<file path="config.mk">
export PLATFORM = sky130hd
export DESIGN_NAME = fuel_level_estimator_top
export DESIGN_NICKNAME = d
export VERILOG_FILES = /design/src/rtl/fle_pkg.sv /design/src/rtl/fuel_level_estimator_top.sv
export VERILOG_INCLUDE_DIRS = /design/src /design/src/rtl
export SDC_FILE = /design/constraint.sdc
export NUM_CORES = 1
export LEC_CHECK = 0
export BUFFER_PORTS_ARGS = -buffer_cell sky130_fd_sc_hd__clkbuf_2
export CORE_ASPECT_RATIO = 1.5
export CORE_MARGIN = 2
export CORE_UTILIZATION = 52
export DETAILED_ROUTE_END_ITERATION = 16
export PLACE_DENSITY = 0.7
export SLEW_MARGIN = 20
export SYNTH_ARGS = -nofsm -noshare
export SYNTH_HDL_FRONTEND = slang
export SYNTH_SLANG_ARGS = --single-unit
</file>
<file path="constraint.sdc">
create_clock -name clk_i -period 5.25 [get_ports clk_i]
set_input_delay 0.2625 -clock clk_i [delete_from_list [all_inputs] [get_ports clk_i]]
set_output_delay 0.2625 -clock clk_i [all_outputs]
set_load 0.1 [all_outputs]
</file>
<file path="src/rtl/fuel_level_estimator_top_defines.svh">
// Assertion helpers for the fuel level estimator.
`ifndef FUEL_LEVEL_ESTIMATOR_TOP_DEFINES_SVH
`define FUEL_LEVEL_ESTIMATOR_TOP_DEFINES_SVH

// Same-cycle implication, clocked on clk_i, off while rst_ni is low.
`define FLE_ASSERT_NOW(name, ante, cons, msg) \
  name: assert property (@(posedge clk_i) disable iff (!rst_ni) (ante) |-> (cons)) \
    else $error(msg);

// Next-cycle implication, clocked on clk_i, off while rst_ni is low.
`define FLE_ASSERT_NEXT(name, ante, cons, msg) \
  name: assert property (@(posedge clk_i) disable iff (!rst_ni) (ante) |=> (cons)) \
    else $error(msg);

`endif

</file>
<file path="src/rtl/fle_pkg.sv">
`timescale 1ns / 1ps
`default_nettype none

package fle_pkg;

  localparam int unsigned AverageWindow = 64;

  localparam int unsigned AdcW   = 10;
  localparam int unsigned VolW   = 16;
  localparam int unsigned CntW   = 7;
  localparam int unsigned SumW   = 16;
  localparam int unsigned ProdW  = AdcW + VolW;
  localparam int unsigned StepW  = 5;
  localparam int unsigned CfgW   = 16;
  localparam int unsigned IdxW   = 2;

  localparam logic [AdcW-1:0] EmptyAdcRst  = 10'd122;
  localparam logic [AdcW-1:0] FullAdcRst   = 10'd410;
  localparam logic [VolW-1:0] FullVolRst   = 16'd63000;
  localparam logic [CntW-1:0] WarmupRst    = 7'd60;
  localparam logic [CntW-1:0] WindowLimit  = CntW'(AverageWindow);

  // Iterations of the bit-serial units
  localparam logic [StepW-1:0] Div1Steps = StepW'(SumW);
  localparam logic [StepW-1:0] MulSteps  = StepW'(AdcW);
  localparam logic [StepW-1:0] Div2Steps = StepW'(ProdW);

  localparam logic [IdxW-1:0] RegEmptyAdc = 2'd0;
  localparam logic [IdxW-1:0] RegFullAdc  = 2'd1;
  localparam logic [IdxW-1:0] RegFullVol  = 2'd2;
  localparam logic [IdxW-1:0] RegWarmup   = 2'd3;

  localparam logic OpSample  = 1'b0;
  localparam logic OpRestart = 1'b1;

  typedef enum logic [5:0] {
    ST_IDLE = 6'b000001,
    ST_DIV1 = 6'b000010,
    ST_MAP  = 6'b000100,
    ST_MUL  = 6'b001000,
    ST_DIV2 = 6'b010000,
    ST_OUT  = 6'b100000
  } state_e;

endpackage

`default_nettype wire

</file>
<file path="src/rtl/fuel_level_estimator_top.sv">
// Channel   Signals                                           Direction
// config    cfg_we_i, cfg_idx_i, cfg_data_i                   in, write only
// request   in_valid_i/in_ready_o: operation, sensor_adc, used_ml   in
// result    out_valid_o/out_ready_i: level_ml                 out
//
// One request at a time. A restart request gives no result and leaves the block ready.
// A tracking request goes straight to the output state, which registers its result.
// A warm-up request runs a 16-step bit-serial divide for the mean, a map step,
// a 10-step shift-add multiply and a 26-step divide.
// Reset clears state and loads the default register values at once.
// A full result register stalls the block in its output state until taken.
`timescale 1ns / 1ps
`default_nettype none
`include "fuel_level_estimator_top_defines.svh"

module fuel_level_estimator_top (
  input  wire logic                      clk_i,
  input  wire logic                      rst_ni,
  input  wire logic                      cfg_we_i,
  input  wire logic [fle_pkg::IdxW-1:0]  cfg_idx_i,
  input  wire logic [fle_pkg::CfgW-1:0]  cfg_data_i,
  input  wire logic                      in_valid_i,
  output logic                           in_ready_o,
  input  wire logic                      operation_i,
  input  wire logic [fle_pkg::AdcW-1:0]  sensor_adc_i,
  input  wire logic [fle_pkg::VolW-1:0]  used_ml_i,
  output logic                           out_valid_o,
  input  wire logic                      out_ready_i,
  output logic [fle_pkg::VolW-1:0]       level_ml_o
);

  fle_pkg::state_e state_q, state_d;

  logic [fle_pkg::AdcW-1:0]  empty_q, full_q;
  logic [fle_pkg::VolW-1:0]  vol_q;
  logic [fle_pkg::CntW-1:0]  warm_q;

  logic [fle_pkg::SumW-1:0]  sum_q, sum_d;
  logic [fle_pkg::CntW-1:0]  cnt_q, cnt_d;
  logic [fle_pkg::VolW-1:0]  level_q, level_d;

  logic [fle_pkg::ProdW-1:0] quo_q, quo_d;
  logic [fle_pkg::AdcW-1:0]  rem_q, rem_d;
  logic [fle_pkg::AdcW-1:0]  div_q, div_d;
  logic [fle_pkg::AdcW-1:0]  mul_q, mul_d;
  logic [fle_pkg::StepW-1:0] steps_q, steps_d;

  logic                      out_valid_q, out_valid_d;
  logic [fle_pkg::VolW-1:0]  out_level_q, out_level_d;

  logic                      accept;
  logic [fle_pkg::CntW-1:0]  limit;
  logic                      warming;
  logic [fle_pkg::SumW-1:0]  sum_next;
  logic [fle_pkg::CntW-1:0]  cnt_next;

  logic [fle_pkg::AdcW:0]    trial;
  logic [fle_pkg::AdcW:0]    trial_diff;
  logic                      qbit;
  logic [fle_pkg::ProdW-1:0] quo_step;
  logic [fle_pkg::AdcW-1:0]  rem_step;

  logic [fle_pkg::AdcW-1:0]  mean;
  logic [fle_pkg::AdcW-1:0]  offset;
  logic [fle_pkg::ProdW-1:0] addend;
  logic                      out_free;

  assign in_ready_o  = (state_q == fle_pkg::ST_IDLE);
  assign accept      = in_valid_i && in_ready_o;
  assign out_valid_o = out_valid_q;
  assign level_ml_o  = out_level_q;
  assign out_free    = !out_valid_q || out_ready_i;

  assign limit    = (warm_q > fle_pkg::WindowLimit) ? fle_pkg::WindowLimit : warm_q;
  assign warming  = (cnt_q < limit);
  assign sum_next = sum_q + fle_pkg::SumW'(sensor_adc_i);
  assign cnt_next = cnt_q + fle_pkg::CntW'(1);

  // Restoring divide step, shared by both divisions
  assign trial      = {rem_q, quo_q[fle_pkg::ProdW-1]};
  assign trial_diff = trial - {1'b0, div_q};
  assign qbit       = (trial >= {1'b0, div_q});
  assign rem_step   = qbit ? trial_diff[fle_pkg::AdcW-1:0] : trial[fle_pkg::AdcW-1:0];
  assign quo_step   = {quo_q[fle_pkg::ProdW-2:0], qbit};

  // Clamp the mean into the span
  assign mean = quo_q[fle_pkg::AdcW-1:0];
  always_comb begin
    if (mean < empty_q) begin
      offset = '0;
    end else if (mean > full_q) begin
      offset = full_q - empty_q;
    end else begin
      offset = mean - empty_q;
    end
  end

  assign addend = mul_q[fle_pkg::AdcW-1] ? fle_pkg::ProdW'(vol_q) : '0;

  always_comb begin
    state_d     = state_q;
    sum_d       = sum_q;
    cnt_d       = cnt_q;
    level_d     = level_q;
    quo_d       = quo_q;
    rem_d       = rem_q;
    div_d       = div_q;
    mul_d       = mul_q;
    steps_d     = steps_q;
    out_valid_d = out_valid_q && !out_ready_i;
    out_level_d = out_level_q;

    case (state_q)
      fle_pkg::ST_IDLE: begin
        if (accept) begin
          if (operation_i == fle_pkg::OpRestart) begin
            sum_d = '0;
            cnt_d = '0;
          end else if (warming) begin
            sum_d   = sum_next;
            cnt_d   = cnt_next;
            quo_d   = {sum_next, fle_pkg::AdcW'(0)};
            rem_d   = '0;
            div_d   = fle_pkg::AdcW'(cnt_next);
            steps_d = fle_pkg::Div1Steps - fle_pkg::StepW'(1);
            state_d = fle_pkg::ST_DIV1;
          end else begin
            level_d = (level_q > used_ml_i) ? level_q - used_ml_i : '0;
            state_d = fle_pkg::ST_OUT;
          end
        end
      end
      fle_pkg::ST_DIV1: begin
        quo_d   = quo_step;
        rem_d   = rem_step;
        steps_d = steps_q - fle_pkg::StepW'(1);
        if (steps_q == '0) begin
          state_d = fle_pkg::ST_MAP;
        end
      end
      fle_pkg::ST_MAP: begin
        if (full_q <= empty_q) begin
          level_d = '0;
          state_d = fle_pkg::ST_OUT;
        end else begin
          mul_d   = offset;
          quo_d   = '0;
          div_d   = full_q - empty_q;
          steps_d = fle_pkg::MulSteps - fle_pkg::StepW'(1);
          state_d = fle_pkg::ST_MUL;
        end
      end
      fle_pkg::ST_MUL: begin
        // Shift-add, multiplier MSB first
        quo_d   = {quo_q[fle_pkg::ProdW-2:0], 1'b0} + addend;
        mul_d   = {mul_q[fle_pkg::AdcW-2:0], 1'b0};
        steps_d = steps_q - fle_pkg::StepW'(1);
        if (steps_q == '0) begin
          rem_d   = '0;
          steps_d = fle_pkg::Div2Steps - fle_pkg::StepW'(1);
          state_d = fle_pkg::ST_DIV2;
        end
      end
      fle_pkg::ST_DIV2: begin
        quo_d   = quo_step;
        rem_d   = rem_step;
        steps_d = steps_q - fle_pkg::StepW'(1);
        if (steps_q == '0) begin
          level_d = quo_step[fle_pkg::VolW-1:0];
          state_d = fle_pkg::ST_OUT;
        end
      end
      fle_pkg::ST_OUT: begin
        // Hold until the result register is free
        if (out_free) begin
          out_valid_d = 1'b1;
          out_level_d = level_q;
          state_d     = fle_pkg::ST_IDLE;
        end
      end
      default: begin
        state_d = fle_pkg::ST_IDLE;
      end
    endcase
  end

  always_ff @(posedge clk_i or negedge rst_ni) begin
    if (!rst_ni) begin
      state_q     <= fle_pkg::ST_IDLE;
      empty_q     <= fle_pkg::EmptyAdcRst;
      full_q      <= fle_pkg::FullAdcRst;
      vol_q       <= fle_pkg::FullVolRst;
      warm_q      <= fle_pkg::WarmupRst;
      sum_q       <= '0;
      cnt_q       <= '0;
      level_q     <= '0;
      out_valid_q <= 1'b0;
    end else begin
      state_q     <= state_d;
      sum_q       <= sum_d;
      cnt_q       <= cnt_d;
      level_q     <= level_d;
      out_valid_q <= out_valid_d;
      if (cfg_we_i) begin
        case (cfg_idx_i)
          fle_pkg::RegEmptyAdc: empty_q <= cfg_data_i[fle_pkg::AdcW-1:0];
          fle_pkg::RegFullAdc:  full_q  <= cfg_data_i[fle_pkg::AdcW-1:0];
          fle_pkg::RegFullVol:  vol_q   <= cfg_data_i[fle_pkg::VolW-1:0];
          fle_pkg::RegWarmup:   warm_q  <= cfg_data_i[fle_pkg::CntW-1:0];
          default: begin
          end
        endcase
      end
    end
  end

  always_ff @(posedge clk_i) begin
    quo_q       <= quo_d;
    rem_q       <= rem_d;
    div_q       <= div_d;
    mul_q       <= mul_d;
    steps_q     <= steps_d;
    out_level_q <= out_level_d;
  end

  `FLE_ASSERT_NOW(a_state_onehot, 1'b1, $onehot(state_q), "state register not one-hot")
  `FLE_ASSERT_NOW(a_count_window, 1'b1, cnt_q <= fle_pkg::WindowLimit,
    "sample count beyond averaging window")
  `FLE_ASSERT_NOW(a_rem_below_div,
    (state_q == fle_pkg::ST_DIV1) || (state_q == fle_pkg::ST_DIV2), rem_q < div_q,
    "divider remainder not below divisor")
  `FLE_ASSERT_NEXT(a_track_to_out,
    accept && (operation_i == fle_pkg::OpSample) && !warming, state_q == fle_pkg::ST_OUT,
    "tracking request did not go straight to output")

endmodule

`default_nettype wire
</file>
==> results.md, run 1 <==
* CTS tree: yes
* Power Dens Cells at 504 nW/um^2
* Die Ht at 183 um
* Clock group share of total power at 21.6%
* Max Fclk at 281 MHz
* DRT iter0 DRCs at 430
* Ys Warns at 0
* Worst setup SP type: register
* Mapped Cells at 1146
* Final TNS setup at 0 ps
* GRT Util Overall at 24.8%
* Reg2Reg Depth at 9
* Hold depth at 2
* Asr flop ratio synth at 53.6%
* Drt pass-1 iters at 5
* Initial core utilization at 52.9%
* DIE AREA at 22600 um^2
* Clk_skew at 12.9 ps
* Worst Hold Class: primary input to register
* Total power draw at 0.00623 W
* Fin. max-slew vios at 0
* Sequential share of power at 33.2%
* Crit path max fanout at 26
* EDFF count, synth at 77
* First-pass GRT wire length at 43.5 mm
* Worst skew pair latency at 440 ps
* Post-CTS sizing at 0
* Final nets at 1351
* Number of routed nets with antenna violations at 0
* Post-placement cell count at 1453
* Combinational power share at 45.2%
* Final non-filler cell total at 1486
* Synth Cell Area at 11100 um^2
* Sink Count at 166
* Core Util, Final at 58.7%
* Pre-CTS WS at 1690 ps
* Seq/Total Area, Yosys at 41.0%
* Synth Net Count at 1292
* Share of cells above drive strength 1 at 16.5%
* WP data required at 5300 ps
* Layout area overhead at 11.0%
* Reg clk slew, reported paths at 60 ps
* Die X-Extent at 123 um
* Final setup vio count at 0
* Max Cap Violations at 0
* CP max-delay cell: a21oi_1
* Antenna cells at 0
* Setup ws final at 1700 ps
* CP cell instances: inv_1 -> nand2_1 -> ha_1 -> nor4b_1 -> o21ai_0 -> a31o_2 -> a21o_1 -> or2_1 -> a21oi_1
* Via-to-Cell Ratio at 5.86
* Core ar. at 21100 um^2
* Largest net degree at the start of global routing at 51
* Tightest Pin Transition at 1000 ps
* Top_reg_cell synth: edfxtp_1
* Wire length per cell at 17.9 um
* WS Path Type: register to register
* WL final at 26.7 mm
* Yosys reg bits at 166
* DRC viols at 0
* Element type at the critical path end: register
* Final Hold Viols at 0
* Root Buffer: clkbuf_16
* Post-DP HPWL at 20.2 mm
* Cts bufs inserted at 17
* Fill cells at 1804
* CTS Buffer Depth at 2
* VDD IR-drop max at 0.000296 V
* Avg Cell Area, Syn at 9.72 um^2
* Switching Fraction at 39.7%
* Synth unique cells at 77
* CP arrival at 3610 ps
* CP peak stage delay at 920 ps
* Vias at 8711
* Buffers on Ports at 67
* # rows at 65
* Net switching power at 0.00248 W
* Minimum clock period at 3550 ps
* Vias in the first global route at 8650
* Status: complete, no violations
* GPL Wtd Cong at 0.911
* Global route overflow at 0
* P_int at 0.00375 W
* Fin crit share at 67.7%
* Crit path buf inv count at 1
* RSZ-0062 raised after global routing: no
* Levels on crit path at 9
* Initial antenna violation count at 0
* CTS H-Tree Depth at 4
* Rel. slew slack at 32.6%
* Leak pwr at 5.36 nW
* Family with the most delay on the worst path: compound AO/OA/AOI/OAI gates
* Ports at 68
==> through the flow <==
step / hold WS, ps / area, um^2
after CTS: 40.6 / 12400
final: 58.9 / 12400
after global routing: 46.7 / 12400
after detailed placement: 265 / 11700
after floorplan: -33.1 / 11100
after global placement: 262 / 11700
==> flip-flops by register name (all words and copies together) (netlist names) <==
| name | cells |
|---|---|
| cnt_q | 7 |
| div_q | 10 |
| empty_q | 10 |
| full_q | 10 |
| level_ml_o | 16 |
| level_q | 16 |
| mul_q | 10 |
| out_valid_o | 1 |
| quo_q | 26 |
| rem_q | 10 |
| state_q | 6 |
| steps_q | 5 |
| sum_q | 16 |
| vol_q | 16 |
| warm_q | 7 |
==> worst paths after layout <==
path	slack [ps]	startpoint	end
worst max-delay path	1700	warm_q[6]	rem_q[0]
worst min-delay path	60	cfg_data_i[11]	vol_q[11]
worst max register to register	1700	warm_q[6]	rem_q[0]
worst min register to register	490	level_q[10]	level_ml_o[10]
max in group asynchronous	3840	rst_ni	level_q[2]
min in group asynchronous	340	rst_ni	full_q[0]
==> synth_stat cells, drive strengths merged, types with 15 or more instances <==
cell	instances	area share [%]
nor3	16	0.72
nor2	85	3.0
edfxtp	77	21
ha	90	10
nand3	27	1.2
o21ai	95	4.3
dfstp	23	5.4
xor2	24	1.9
nand2	102	3.4
a22oi	16	1.1
dfrtp	66	15
xnor2	42	3.3
a21o	23	1.6
mux2	37	3.7
o31ai	15	1.0
clkbuf	30	1.0
a21oi	75	3.9
and2	24	1.3
inv	80	2.7
==> cell usage in the layout, fill, tap and decap left out, types with 11 or more instances in the layout <==
cell type and instances:
nand3_1 27, xor2_1 24, mux2i_1 13, a22oi_1 16
o21ai_0 91, a21oi_1 58, buf_4 11, and2_1 24
edfxtp_1 77, clkbuf_2 66, ha_1 90, o31ai_1 15
nor2_1 81, dfstp_2 23, inv_1 80, dfrtp_1 66
a21o_1 23, and3_1 13, a21oi_2 17, nand4_1 12
mux2_2 37, nand2_1 102, o21a_1 11, clkbuf_16 18
xnor2_1 42, nor2b_1 11, nor3_1 16
==> timing repair <==
action | in CTS | in global routing
buffers inserted | 0 | 0
endpoints found under the hold margin | 23 | 0
hold buffers | 1 | 0
==> power by group through the flow <==
stage,Clock [W],Sequential [W],Combinational (W)
finish,0.00135,0.00207,0.00281
global route,0.00142,0.00210,0.00314
CTS,0.00137,0.00206,0.00280
detailed placement,0,0.00208,0.00277
global placement,0,0.00207,0.00273
floorplan,0,0.00200,0.00217
==> metal layers <==
metal	GRT usage (%)	share of wire, %	wire (um)
met1	30.6	42	11300
met3	4.07	3.8	1010
met4	10.9	3.6	953
met2	42.3	50	13400
met5	0	0	0
==> layout make-up <==
cell class / count / area, um^2 / area share, %
multi-input cells: 862 / 6110 / 49.4
flip-flops and latches: 166 / 4570 / 36.9
clock buffers: 22 / 465 / 3.76
repair buffers: 78 / 423 / 3.42
well taps: 268 / 335 / 2.71
inverters: 80 / 300 / 2.43
clock inverters: 10 / 165 / 1.34
==> cells by family (layout without fill, tap and decap cells) <==
logic type                 after synthesis  in the layout  share of synthesized area [%]
and+or+nand+nor                        335            335                           14.8
DFF                                    166            166                           41.0
xor gates and xnor gates                66             66                           5.19
muxes                                   50             50                           4.91
AOI/OAI and AO/OA                      315            315                           18.7
buffers and inverters                  118            190                           4.20
adders and majority gates               96             96                           11.2
Power figures use the tool's default switching activity.
==> run 2: changes to the inputs <==
PLACE_DENSITY = 0.73   (was 0.7)
clock period = 3.25 ns   (was 5.25 ns; I/O delays follow)
==> results.md, run 2 (synthesis results as in run 1) <==
* Register name with the most flops: quo_q
* Most frequent cells in the layout: 102 x nand2_1, 91 x o21ai_0, 90 x ha_1
* Post-DP HPWL at 20.7 mm (+2.4%)
* Layout area overhead at 13.2%
* Buffers on Ports at 67 (unchanged)
* Element type at the critical path end: register
* RSZ-0062 raised after global routing: no
* Largest register FFs at 26 (unchanged)
* Final nets at 1379 (+2.1%)
* Number of routed nets with antenna violations at 0 (unchanged)
* Ports at 68 (unchanged)
* Die Ht at 183 um (unchanged)
* Tightest Pin Transition at 1010 ps (+4.80 ps)
* Core ar. at 21100 um^2 (unchanged)
* Max Cap Violations at 0 (unchanged)
* Clk_skew at 12.7 ps (-0.141 ps)
* WS Path Type: register to register
* Wire length per cell at 17.8 um (-0.91%)
* Reg2Reg Depth at 12 (+3)
* Vias in the first global route at 8778 (+1.5%)
* CTS Buffer Depth at 2 (unchanged)
* Fin. max-slew vios at 0 (unchanged)
* CP peak stage delay at 510 ps (-410 ps)
* Post-placement cell count at 1473 (+1.4%)
* WP data required at 3510 ps (-1790 ps)
* Antenna cells at 0 (unchanged)
* Rel. slew slack at 32.3% (-0.32 points)
* Total area of sequential cells at 4570 um^2 (unchanged)
* CP arrival at 3310 ps (-300 ps)
* VDD IR-drop max at 0.000415 V (+40%)
* Hold depth at 3 (+1)
* Worst Hold Class: primary input to register
* Share of cells above drive strength 1 at 18.5% (+2.0 points)
* Leak pwr at 5.50 nW (+2.5%)
* Root Buffer: clkbuf_16
* Drt pass-1 iters at 5 (unchanged)
* CP cell instances: and2_1 -> ha_1 -> inv_1 -> fa_1 -> nor2b_1 -> o21ai_2 -> a21boi_2 -> or4_1 -> nand2_1 -> a221o_1 -> or4_1 -> o2111ai_1
* Sink Count at 166 (unchanged)
* Minimum clock period at 3050 ps (-500 ps)
* CTS tree: yes
* Max Fclk at 327 MHz (+16%)
* Vias at 8942 (+2.7%)
* Cts bufs inserted at 17 (unchanged)
* DRT iter0 DRCs at 626 (+46%)
* Status: complete, no violations
* Initial core utilization at 52.9% (unchanged)
* GRT Util Overall at 24.9% (+0.096 points)
* DIE AREA at 22600 um^2 (unchanged)
* Cell mode on critical path: or4_1
* Crit path max fanout at 8 (-69%)
* Core Util, Final at 59.8% (+1.1 points)
* Initial antenna violation count at 0 (unchanged)
* Final setup vio count at 0 (unchanged)
* Commonest non-fill, non-tap cell in the layout: nand2_1
* Via-to-Cell Ratio at 5.91 (+0.75%)
* Largest net degree at the start of global routing at 62 (+22%)
* Worst setup SP type: register
* GPL Wtd Cong at 0.950 (+4.2%)
* Fill cells at 1778 (-1.4%)
* Power Dens Cells at 800 nW/um^2 (+59%)
* Post-CTS sizing at 0 (unchanged)
* WL final at 26.9 mm (+0.96%)
* Global route overflow at 0 (unchanged)
* # rows at 65 (unchanged)
* Reg clk slew, reported paths at 60 ps (about the same)
* DRC viols at 0 (unchanged)
* Die X-Extent at 123 um (unchanged)
* Final Hold Viols at 0 (unchanged)
* Final non-filler cell total at 1514 (+1.9%)
* Fin crit share at 94.0% (+26 points)
* CP max-delay cell: or4_1
* Final TNS setup at 0 ps (unchanged)
* First-pass GRT wire length at 43.9 mm (+0.90%)
* CTS H-Tree Depth at 4 (unchanged)
* Multi-input logic area at 6120 um^2 (+0.23%)
* Worst skew pair latency at 440 ps (about the same)
[run 2: cell count changes in the layout (fill, tap and decap cells not counted), moves of 2 or more]
| cell | change |
|---|---|
| buf_4 | +20 |
| dlygate4sd3_1 | +5 |
| clkbuf_1 | -4 |
| bufinv_16 | -3 |
| inv_6 | +3 |
| buf_12 | +2 |
| inv_8 | +2 |
[run 2: power by group]
group | internal [W] | switching [W]
Clock | 0.00112 | 0.000907
Combinational | 0.00198 | 0.00275
Sequential | 0.00287 | 0.000447
Total | 0.00597 | 0.00411
[run 2: per-layer routing]
metal	global-route usage, %	wire length, um	share of wire, %
met1	31.2	11400	43
met2	42.8	13500	50
met3	3.58	1020	3.8
met4	9.73	908	3.4
met5	0	0	0
[run 2: final timing paths]
check / start / endpoint / slack (ps)
worst max-delay path: mul_q[9] / quo_q[19] / 200
worst min-delay path: cfg_data_i[5] / empty_q[5] / 9
worst max register to register: mul_q[9] / quo_q[19] / 200
worst min register to register: sum_q[5] / sum_q[5] / 490
max in group asynchronous: rst_ni / state_q[0] / 2080
min in group asynchronous: rst_ni / empty_q[0] / 360
[run 2: timing repair]
| action | in CTS | in global routing |
|---|---|---|
| buffers inserted | 0 | 2 |
| hold buffers | 6 | 0 |
| endpoints found under the setup margin | 0 | 2 |
| endpoints found under the hold margin | 51 | 0 |
[run 2: metrics by stage]
stage / worst slack [ps] / hold slack, ps / cell area (um^2) / power (W)
detailed placement: 169 / 290 / 11900 / 0.00796
CTS: 157 / 7.66 / 12600 / 0.0100
global route: 39.5 / 8.70 / 12600 / 0.0108
finish: 196 / 9.11 / 12600 / 0.0101
global placement: 253 / 301 / 11900 / 0.00786
floorplan: 4.48 / -133 / 11200 / 0.00675
[run 2: cell type report]
| type | instances | area share (%) |
|---|---|---|
| Multi-Input combinational cell | 862 | 48.6 |
| Sequential cell | 166 | 36.2 |
| Timing Repair Buffer | 106 | 5.46 |
| Clock buffer | 18 | 3.57 |
| Tap cell | 268 | 2.66 |
| Inverter | 80 | 2.38 |
| Clock inverter | 14 | 1.10 |
[run 2: critical path: cells and delay by family (launching register included)]
family          cells  cell delay [ps]
fa+ha+maj           2              540
flops               1              400
compound gates      4              820
buf+inv             1               50
simple gates        5             1070
==> run 3: changes to the inputs <==
CAP_MARGIN = 15   (was unset)
CORE_UTILIZATION = 30   (was 52)
PLACE_DENSITY = unset   (was 0.73)
==> results.md, run 3 (synthesis results as in run 1) <==
* WL final at 28.6 mm (+6.2%)
* Combinational power share at 47.8% (+0.9 points)
* Final nets at 1388 (+0.65%)
* # rows at 86 (+32%)
* Drt pass-1 iters at 5 (unchanged)
* Post-placement cell count at 1693 (+15%)
* Pre-CTS WS at 175 ps (+5.18 ps)
* Sequential share of power at 33.2% (+0.3 points)
* Ports at 68 (unchanged)
* Worst skew pair latency at 450 ps (about the same)
* Crit path max fanout at 12 (+4)
* Sink Count at 166 (unchanged)
* Most frequent cells in the layout: 102 x nand2_1, 91 x o21ai_0, 90 x ha_1
* Final non-filler cell total at 1739 (+15%)
* Wire length per cell at 16.4 um (-7.5%)
* DRC viols at 0 (unchanged)
* Cts bufs inserted at 17 (unchanged)
* Power Dens Cells at 770 nW/um^2 (-3.7%)
* Root Buffer: clkbuf_16
* CTS H-Tree Depth at 4 (unchanged)
* Post-DP HPWL at 22.5 mm (+8.5%)
* Global route overflow at 0 (unchanged)
* Fin crit share at 94.0% (about the same)
* Commonest non-fill, non-tap cell in the layout: nand2_1
* Initial antenna violation count at 0 (unchanged)
* P_int at 0.00586 W (-1.9%)
* CTS Buffer Depth at 2 (unchanged)
* Antenna cells at 0 (unchanged)
* Fill cells at 3699 (+110%)
* Total power draw at 0.00992 W (-1.5%)
* CTS tree: yes
* Largest net degree at the start of global routing at 52 (-16%)
* WP data required at 3450 ps (-60 ps)
* Status: complete, no violations
* Reg clk slew, reported paths at 70 ps (about the same)
* Register name with the most flops: quo_q
* Final Hold Viols at 0 (unchanged)
* Final TNS setup at 0 ps (unchanged)
* Max Cap Violations at 0 (unchanged)
* Fin. max-slew vios at 0 (unchanged)
* Initial core utilization at 30.3% (-23 points)
* Die X-Extent at 161 um (+31%)
* Switching Fraction at 41.0% (+0.21 points)
* GPL Wtd Cong at 0.861 (-9.3%)
* Via-to-Cell Ratio at 5.05 (-15%)
* Number of routed nets with antenna violations at 0 (unchanged)
* Minimum clock period at 3050 ps (+0.530 ps)
* GRT Util Overall at 15.4% (-9.5 points)
* Tightest Pin Transition at 1080 ps (+66.5 ps)
* Worst Hold Class: primary input to register
* Buffers on Ports at 67 (unchanged)
* Clock group share of total power at 19.0% (-1.2 points)
* Net switching power at 0.00406 W (-1.0%)
* Setup ws final at 195 ps (-0.530 ps)
* DIE AREA at 38700 um^2 (+71%)
* Share of cells above drive strength 1 at 18.5% (+0.027 points)
* Element type at the critical path end: register
* Worst setup SP type: register
* First-pass GRT wire length at 46.3 mm (+5.5%)
* Rel. slew slack at 27.8% (-4.5 points)
* Core ar. at 36700 um^2 (+74%)
* Largest register FFs at 26 (unchanged)
* Layout area overhead at 15.7%
* DRT iter0 DRCs at 567 (-9.4%)
* Final setup vio count at 0 (unchanged)
* Max Fclk at 327 MHz (about the same)
* Vias in the first global route at 8879 (+1.2%)
* Vias at 8777 (-1.8%)
* CP arrival at 3260 ps (-50 ps)
* VDD IR-drop max at 0.000402 V (-3.3%)
* Leak pwr at 5.50 nW (+0.10%)
* Clk_skew at 10.7 ps (-2.04 ps)
* RSZ-0062 raised after global routing: no
* WS Path Type: register to register
* Die Ht at 240 um (+31%)
run 3: cell types whose count changed in the layout (fill, tap and decap cells not counted), sizes merged:
cell	before	now
buf	33	36
bufinv	1	0
clkbuf	85	87
clkinv	4	5
clkinvlp	1	2
dlygate4sd3	6	13
inv	88	84
run 3: worst max-delay path, stage by stage (launching register included):
cell	delay [ps]
edfxtp_1	420
buf_4	160
buf_4	150
and2_1	140
ha_1	360
and3_1	200
nand3_1	80
o31a_1	260
a21bo_2	230
a21oi_2	250
a31oi_1	120
o21a_1	180
a211o_1	260
run 3: area by class of cell:
type                       instances  area, um^2  area share, %
inverter                          80         300           2.33
sequential                       166        4570           35.5
multi-input combinational        862        6130           47.6
tap                              484         606           4.70
clock inverter                    11        73.8          0.573
timing repair buffer             115         747           5.80
clock buffer                      21         460           3.57
run 3: path summary, 6_finish.rpt:
| path | startpoint | endpoint | slack (ps) | cells after the start |
|---|---|---|---|---|
| worst min-delay path | cfg_data_i[2] | empty_q[2] | 20 | 3 |
| worst max-delay path | mul_q[9] | quo_q[20] | 200 | 12 |
| min in group asynchronous | rst_ni | empty_q[2] | 280 | 2 |
| worst max register to register | mul_q[9] | quo_q[20] | 200 | 12 |
| worst min register to register | sum_q[5] | sum_q[5] | 490 | 2 |
| max in group asynchronous | rst_ni | state_q[0] | 2220 | 3 |
run 3: repair_timing:
item,in CTS,in global routing
setup buffers,0,1
hold buffers,13,0
resized for setup,0,3
endpoints found under the hold margin,43,0
endpoints found under the setup margin,0,10
run 3: layer usage:
metal	wire (um)	up-vias	global-route usage, %
met4	899	0	6.76
met2	14400	158	27.5
met3	876	41	2.55
met1	12400	4237	18.0
li1	-	4341	-
met5	0	-	0
run 3: through the flow:
step	hold WS, ps	utilization, %	area [um^2]
after global placement	234	33.3	12200
after CTS	16.7	35.1	12900
after global routing	33.2	35.1	12900
after floorplan	-133	-	11200
final	15.1	35.1	12900
after detailed placement	241	33.3	12200
run 3: power groups by stage:
stage,clock network [W],logic (W),registers [W]
2_1_floorplan,0,0.00353,0.00322
4_1_cts,0.00192,0.00475,0.00329
3_3_place_gp,0,0.00462,0.00331
6_report,0.00188,0.00475,0.00329
3_5_place_dp,0,0.00470,0.00333
5_1_grt,0.00201,0.00528,0.00337
